`config.mk`:
```
export PLATFORM = sky130hd
export DESIGN_NAME = fmgi_fifo
export DESIGN_NICKNAME = d
export VERILOG_FILES = /design/src/design/fmgi_pkg.sv /design/src/design/fmgi_fifo.sv
export SDC_FILE = /design/constraint.sdc
export NUM_CORES = 1
export LEC_CHECK = 0
export ABC_AREA = 1
export BUFFER_PORTS_ARGS = -buffer_cell sky130_fd_sc_hd__buf_2
export CAP_MARGIN = 0
export CORE_MARGIN = 2
export CORE_UTILIZATION = 30
export CTS_CLUSTER_DIAMETER = 120
export DETAILED_ROUTE_END_ITERATION = 12
export SETUP_SLACK_MARGIN = 0.05
export SLEW_MARGIN = 20
export SYNTH_ARGS = -nofsm -noshare
export SYNTH_HDL_FRONTEND = slang
export SYNTH_SLANG_ARGS = --single-unit
```
`constraint.sdc`:
```
create_clock -name clk -period 13.1 [get_ports clk]
set_clock_uncertainty 0.15 [all_clocks]
set_input_delay 2.62 -clock clk [delete_from_list [all_inputs] [get_ports clk]]
set_output_delay 2.62 -clock clk [all_outputs]
set_load 0.02 [all_outputs]
```
`src/design/fmgi_pkg.sv`:
```
package fmgi_pkg;

    localparam int ADDR_W      = 15;
    localparam int STORE_DEPTH = 1 << ADDR_W;
    localparam int DATA_W      = 32;
    localparam int FRAC_W      = 16;
    localparam int IDX_W       = 8;
    localparam int NTERM       = 10;
    localparam int NPOINT      = 11;
    localparam int CFG_IDX_W   = 3;
    localparam int IN_DATA_W   = 208;
    localparam int OUT_DATA_W  = 96;

    localparam logic [CFG_IDX_W-1:0] CFG_ORIGIN_X   = 3'd0;
    localparam logic [CFG_IDX_W-1:0] CFG_ORIGIN_Y   = 3'd1;
    localparam logic [CFG_IDX_W-1:0] CFG_ORIGIN_Z   = 3'd2;
    localparam logic [CFG_IDX_W-1:0] CFG_INV_STEP_X = 3'd3;
    localparam logic [CFG_IDX_W-1:0] CFG_INV_STEP_Y = 3'd4;
    localparam logic [CFG_IDX_W-1:0] CFG_INV_STEP_Z = 3'd5;

    localparam logic FUNC_WRITE = 1'b0;
    localparam logic FUNC_QUERY = 1'b1;

    typedef struct packed {
        logic [2:0][31:0] origin;
        logic [2:0][30:0] inv_step;
    } cfg_t;

    typedef struct packed {
        logic                         query;
        logic                         inb;
        logic                         mirror;
        logic [ADDR_W-1:0]            addr;
        logic [3*DATA_W-1:0]          data;
        logic [NTERM-1:0][FRAC_W-1:0] wgt;
    } item_t;

    typedef enum logic [2:0] {
        F_IDLE,
        F_LO,
        F_HI,
        F_EVAL,
        F_WGT,
        F_PQR,
        F_PUSH
    } front_state_t;

    typedef enum logic [1:0] {
        B_IDLE,
        B_READ,
        B_CALC,
        B_OUT
    } back_state_t;

endpackage

```
`src/design/fmgi_fifo.sv`:
```
module fmgi_fifo
    import fmgi_pkg::*;
(
    input  logic  clk,
    input  logic  rst_n,
    input  logic  push,
    input  item_t push_item,
    output logic  full,
    input  logic  pop,
    output item_t head,
    output logic  empty
);

    item_t      mem_reg [2];
    logic       wr_ptr_reg;
    logic       rd_ptr_reg;
    logic [1:0] count_reg;

    assign full  = (count_reg == 2'd2);
    assign empty = (count_reg == 2'd0);
    assign head  = mem_reg[rd_ptr_reg];

    always_ff @(posedge clk or negedge rst_n)
    begin
        if (!rst_n)
        begin
            wr_ptr_reg <= 1'b0;
            rd_ptr_reg <= 1'b0;
            count_reg  <= 2'd0;
        end
        else
        begin
            if (push)
                wr_ptr_reg <= ~wr_ptr_reg;
            if (pop)
                rd_ptr_reg <= ~rd_ptr_reg;
            if (push && !pop)
                count_reg <= count_reg + 2'd1;
            else if (pop && !push)
                count_reg <= count_reg - 2'd1;
        end
    end

    always_ff @(posedge clk)
    begin
        if (push)
            mem_reg[wr_ptr_reg] <= push_item;
    end

endmodule

```
Word level (Yosys, flattened, before mapping)
Memory sizes are Yosys's and may differ from the RTL's.
Index checks and enable logic that the tools add are counted.
{"block": "word_totals", "n_memories": 1, "out_inout_bits": 276, "word_cells": 19, "ff_bits": 4, "ram_bits": 548}
{"block": "classes", "addsub": 2, "n_reduce_logical": 6, "n_mux": 4, "eq_ne": 1, "bitwise_logic": 2}
{"name": "mem_reg", "depth": 2, "word_bits": 274, "read_ports": 1, "rd_ports_with_merged_regs": 0, "write_ports": 1, "line_no": "fmgi_fifo.sv:14", "source": "item_t mem_reg [2];"}
{"operator": "2-bit 2-to-1 mux", "n": 2}
{"operator": "2-bit by 1-bit adder with 2-bit output (second input constant)", "n": 1}
{"operator": "2-bit equality test (second input constant)", "n": 1}
{"operator": "1-bit logical AND", "n": 2}
{"operator": "1-bit logical NOT", "n": 2}
{"operator": "2-bit logical NOT", "n": 1}
{"operator": "1-bit 2-to-1 mux", "n": 2}
{"operator": "1-bit inverter", "n": 2}
{"operator": "2-bit nonzero test", "n": 1}
{"operator": "2-bit by 1-bit subtractor with 2-bit output (second input constant)", "n": 1}

Longest topological paths before layout
{"block": "logic_depth", "depth_word": 4, "mapped_depth": 7, "mapped_depth_nobuf": 7}

Worst setup path before layout
No wires, ideal clock.
{"block": "synth_timing", "kind": "input to register", "startpoint": "input port push", "endpoint": "memory mem_reg[0][0] in the netlist's numbering (enable)", "setup_time_ns": 0.922, "t_required_ns": 12.028, "path_slack_ns": -2.077, "arrival_ns": 14.105, "cell_stages": 2, "cell_sequence": "inv_1 nor2_1"}
{"block": "synth_via", "elab_chain_cells": 2}
{"item": "start, declared", "line_no": "fmgi_fifo.sv:6", "source": "input logic push,"}
{"item": "1-bit 2-to-1 mux", "line_no": "fmgi_fifo.sv:46", "source": "if (push)"}
{"item": "1-bit 2-to-1 mux (implied by the code)", "line_no": "fmgi_fifo.sv:47", "source": "mem_reg[wr_ptr_reg] <= push_item;"}
{"item": "end, declared", "line_no": "fmgi_fifo.sv:14"}
No other way between the ends.

==> impl_table.tex <==
\begin{tabular}{lr}
\hline
Metric & Value \\
\hline
\multicolumn{2}{l}{\textbf{Floorplan}} \\
Die Ht & about 260 um \\
Horiz. Die Dim & between 200 and 300 um \\
Core region area & about 67000 um\^{}2 \\
Full die area & between 60000 and 70000 um\^{}2 \\
Number of rows created at floorplan & 95 \\
Effective utilization at floorplan & between 30\% and 40\% \\
Number of top-level pins & between 500 and 600 \\
\multicolumn{2}{l}{\textbf{Logic synthesis}} \\
Most used flip-flop cell after synthesis & edfxtp\_1 \\
Count of flip-flops with a built-in enable after synthesis & 548 \\
Share of the synthesized area in the top cell type & between 80 and 90\% \\
Commonest cells in the synthesized netlist & edfxtp\_1, mux2\_2, buf\_6 \\
Share of synthesized area occupied by flip-flops and latches & 82.13\% \\
Avg Synthesized Cell Area & around 23 um\^{}2 \\
Yosys synthesis warning count & 0 \\
Number of register bits inferred by synthesis & about 550 \\
Post-synth design cell area & 20160 um\^{}2 \\
Gate Count Post-Synth & $\sim$900 \\
Proportion of register bits with asynchronous set or reset after synthesis & less than 1\% \\
Syn Nets & 1157 \\
Unique masters post-synth & 15 \\
Most used standard cell by instance count after synthesis & edfxtp\_1 \\
Library cell occupying the most area in the post-synthesis netlist & edfxtp\_1 \\
Cell types occupying the most area after synthesis & edfxtp\_1, mux2\_2, buf\_6 \\
\multicolumn{2}{l}{\textbf{STA}} \\
Post-layout worst setup margin & 7.169 ns \\
Final Critical Period & approximately 5.9 ns \\
Accumulated negative setup slack & 0 ns \\
Worst Hold Margin & around 0.34 ns \\
Max-slew violation count & 0 \\
Final setup violation count & 0 \\
Highest attainable clock frequency & 0.1686 GHz \\
Pin slew with the least headroom to its limit & about 1.2 ns \\
Fraction of the cycle the final worst path needs & 45.27\% \\
Unrepaired setup endpoints after global routing & no \\
Max transition margin & 22.39\% \\
Hold Vio Cnt, Final & 0 \\
\multicolumn{2}{l}{\textbf{Setup path}} \\
Data required, critical path & 10.33 ns \\
Crit Path Class & flop to output pin \\
Arrival time at the worst endpoint & about 3.2 ns \\
Launching element type of the critical path & flop \\
Kind of capture point of the worst setup path & output pin \\
Highest net fanout along the worst path & between 70 and 80 \\
\multicolumn{2}{l}{\textbf{Clock tree}} \\
Clk Latency, worst-skew pair & about 0.59 ns \\
Number of buffers between clock root and the deepest sink & 3 \\
CTS HTree Levels & 2 \\
Clock sink total & between 500 and 600 \\
Master cell of the clock root buffer & clkbuf\_16 \\
TritonCTS Buffers & slightly below 60 \\
CTS tree & built \\
Resized cells post-CTS & 0 \\
Hold\_buf cts & 0 \\
Number of buffers inserted by post-CTS setup repair & 0 \\
Clk pin slew, worst setup/hold paths & around 0.060 ns \\
\multicolumn{2}{l}{\textbf{Global route}} \\
Wire length of the first global-routing pass & between 60000 and 70000 um \\
Largest net degree at the start of global routing & around 150 \\
Via count of the first global-routing pass & roughly 11000 \\
Number of antenna violations at the first check in global routing & 12 \\
Total congestion overflow after global routing & 0 \\
Total Routing Usage GR & 12.04\% \\
\multicolumn{2}{l}{\textbf{Drt}} \\
Vias & 10310 \\
Detail Route Antenna Nets & 0 \\
Count of unresolved DRC violations after routing & 0 \\
Wire length per cell & between 15 and 20 um \\
Average vias per placed instance & about 4.3 \\
Router iterations before antenna repair & 4 \\
Drt initial violations & roughly 550 \\
Aggregate routed wire length & about 44000 um \\
\multicolumn{2}{l}{\textbf{Power and ir drop}} \\
Ratio of total power to cell area & approximately 230 nW/um\^{}2 \\
Leak & $\sim$9.6 nW \\
Worst vdd ir & about 160 uV \\
\multicolumn{2}{l}{\textbf{Status}} \\
Result of the run & complete, no violations \\
\multicolumn{2}{l}{\textbf{Final layout}} \\
Number of filler cells placed in the layout & about 6300 \\
Final core area utilization & 38.42\% \\
P\&R area growth vs syn & 27.30\% \\
Layout Nets & 1747 \\
Fraction of layout instances using a drive strength above 1 & around 61\% \\
Number of flip-flops under the largest register name & approximately 550 \\
\multicolumn{2}{l}{\textbf{Place}} \\
Placer Congestion & around 0.76 \\
HPWL after DPL & 29080 um \\
Setup WS pre-CTS & between 7 and 8 ns \\
Quantity of I/O buffers inserted on ports & 553 \\
\multicolumn{2}{l}{\textbf{Run}} \\
Max Cap Viol & 0 \\
\multicolumn{2}{l}{\textbf{Min path}} \\
Classification of the worst-slack hold path & flop to flop \\
\hline
\end{tabular}
layout make-up:
class | instances | area, um^2 | area share (%)
flip-flops and latches | 552 | 16560 | 64.53
multi-input cells | 288 | 3248 | 12.66
repair buffers | 561 | 2853 | 11.12
clock buffers | 69 | 1556 | 6.065
well taps | 873 | 1092 | 4.256
clock inverters | 37 | 292.8 | 1.141
inverters | 7 | 33.78 | 0.1316
diodes | 11 | 27.53 | 0.1073
per-stage QoR:
step | cells | cell area [um^2] | power [mW]
after detailed placement | 2281 | 23790 | 4.315
after global routing | 2398 | 25660 | 6.082
after floorplan | 878 | 20160 | 3.847
after CTS | 2387 | 25640 | 5.917
final | 2398 | 25660 | 5.828
after global placement | 2281 | 23790 | 4.290
cell families (layout without fill, tap and decap cells):
family | count (synthesis) | in the layout | share of synthesized area [%]
AND/OR/NAND/NOR | 10 | 10 | 0.2048
flip-flops | 552 | 552 | 82.13
other | 0 | 11 | 0
buffers and inverters | 38 | 674 | 1.800
XOR/XNOR | 3 | 3 | 0.1304
adder cells (fa/ha/maj) | 1 | 1 | 0.06206
multiplexers | 274 | 274 | 15.68
critical path, cell delays in order, from the launching register on:
cell and delay (ns):
dfrtp_4 0.98, buf_4 0.87, mux2_2 0.44, buf_2 0.16
path summary, 6_finish.rpt:
check	start	end	slack (ns)	depth (start not counted)
setup / recovery	rd_ptr_reg	head[143]	7.17	3
hold / removal	count_reg[1]	count_reg[1]	0.34	2
max in group asynchronous	rst_n	rd_ptr_reg	10.98	1
hold reg to reg	count_reg[1]	count_reg[1]	0.34	2
setup reg to reg	wr_ptr_reg	mem_reg[1][118]	9.66	4
min in group asynchronous	rst_n	wr_ptr_reg	1.68	1
cell usage in the layout (no fill, tap or decap), drive strengths merged:
cell type	Yosys	layout
dfrtp	4	4
buf	31	561
diode	0	11
mux2	274	274
ha	1	1
inv	7	7
nand4	1	1
nand2	5	5
clkbuf	0	69
clkinv	0	32
xor2	2	2
nor2	3	3
nand3	1	1
bufinv	0	5
edfxtp	548	548
xnor2	1	1
power by group:
part | internal, mW | switching (mW) | leakage [nW]
sequential | 2.35 | 0.103 | 5.19
clock | 0.937 | 0.642 | 0.917
combinational | 0.692 | 1.11 | 3.46
metal layers:
layer / part of all wire (%) / track usage [%]
met1: 37 / 12.93
met5: 0.028 / 0
met3: 6.5 / 3.573
met2: 53 / 21.78
met4: 3.6 / 5.452
Note: power is estimated with default switching activity, not from simulation.
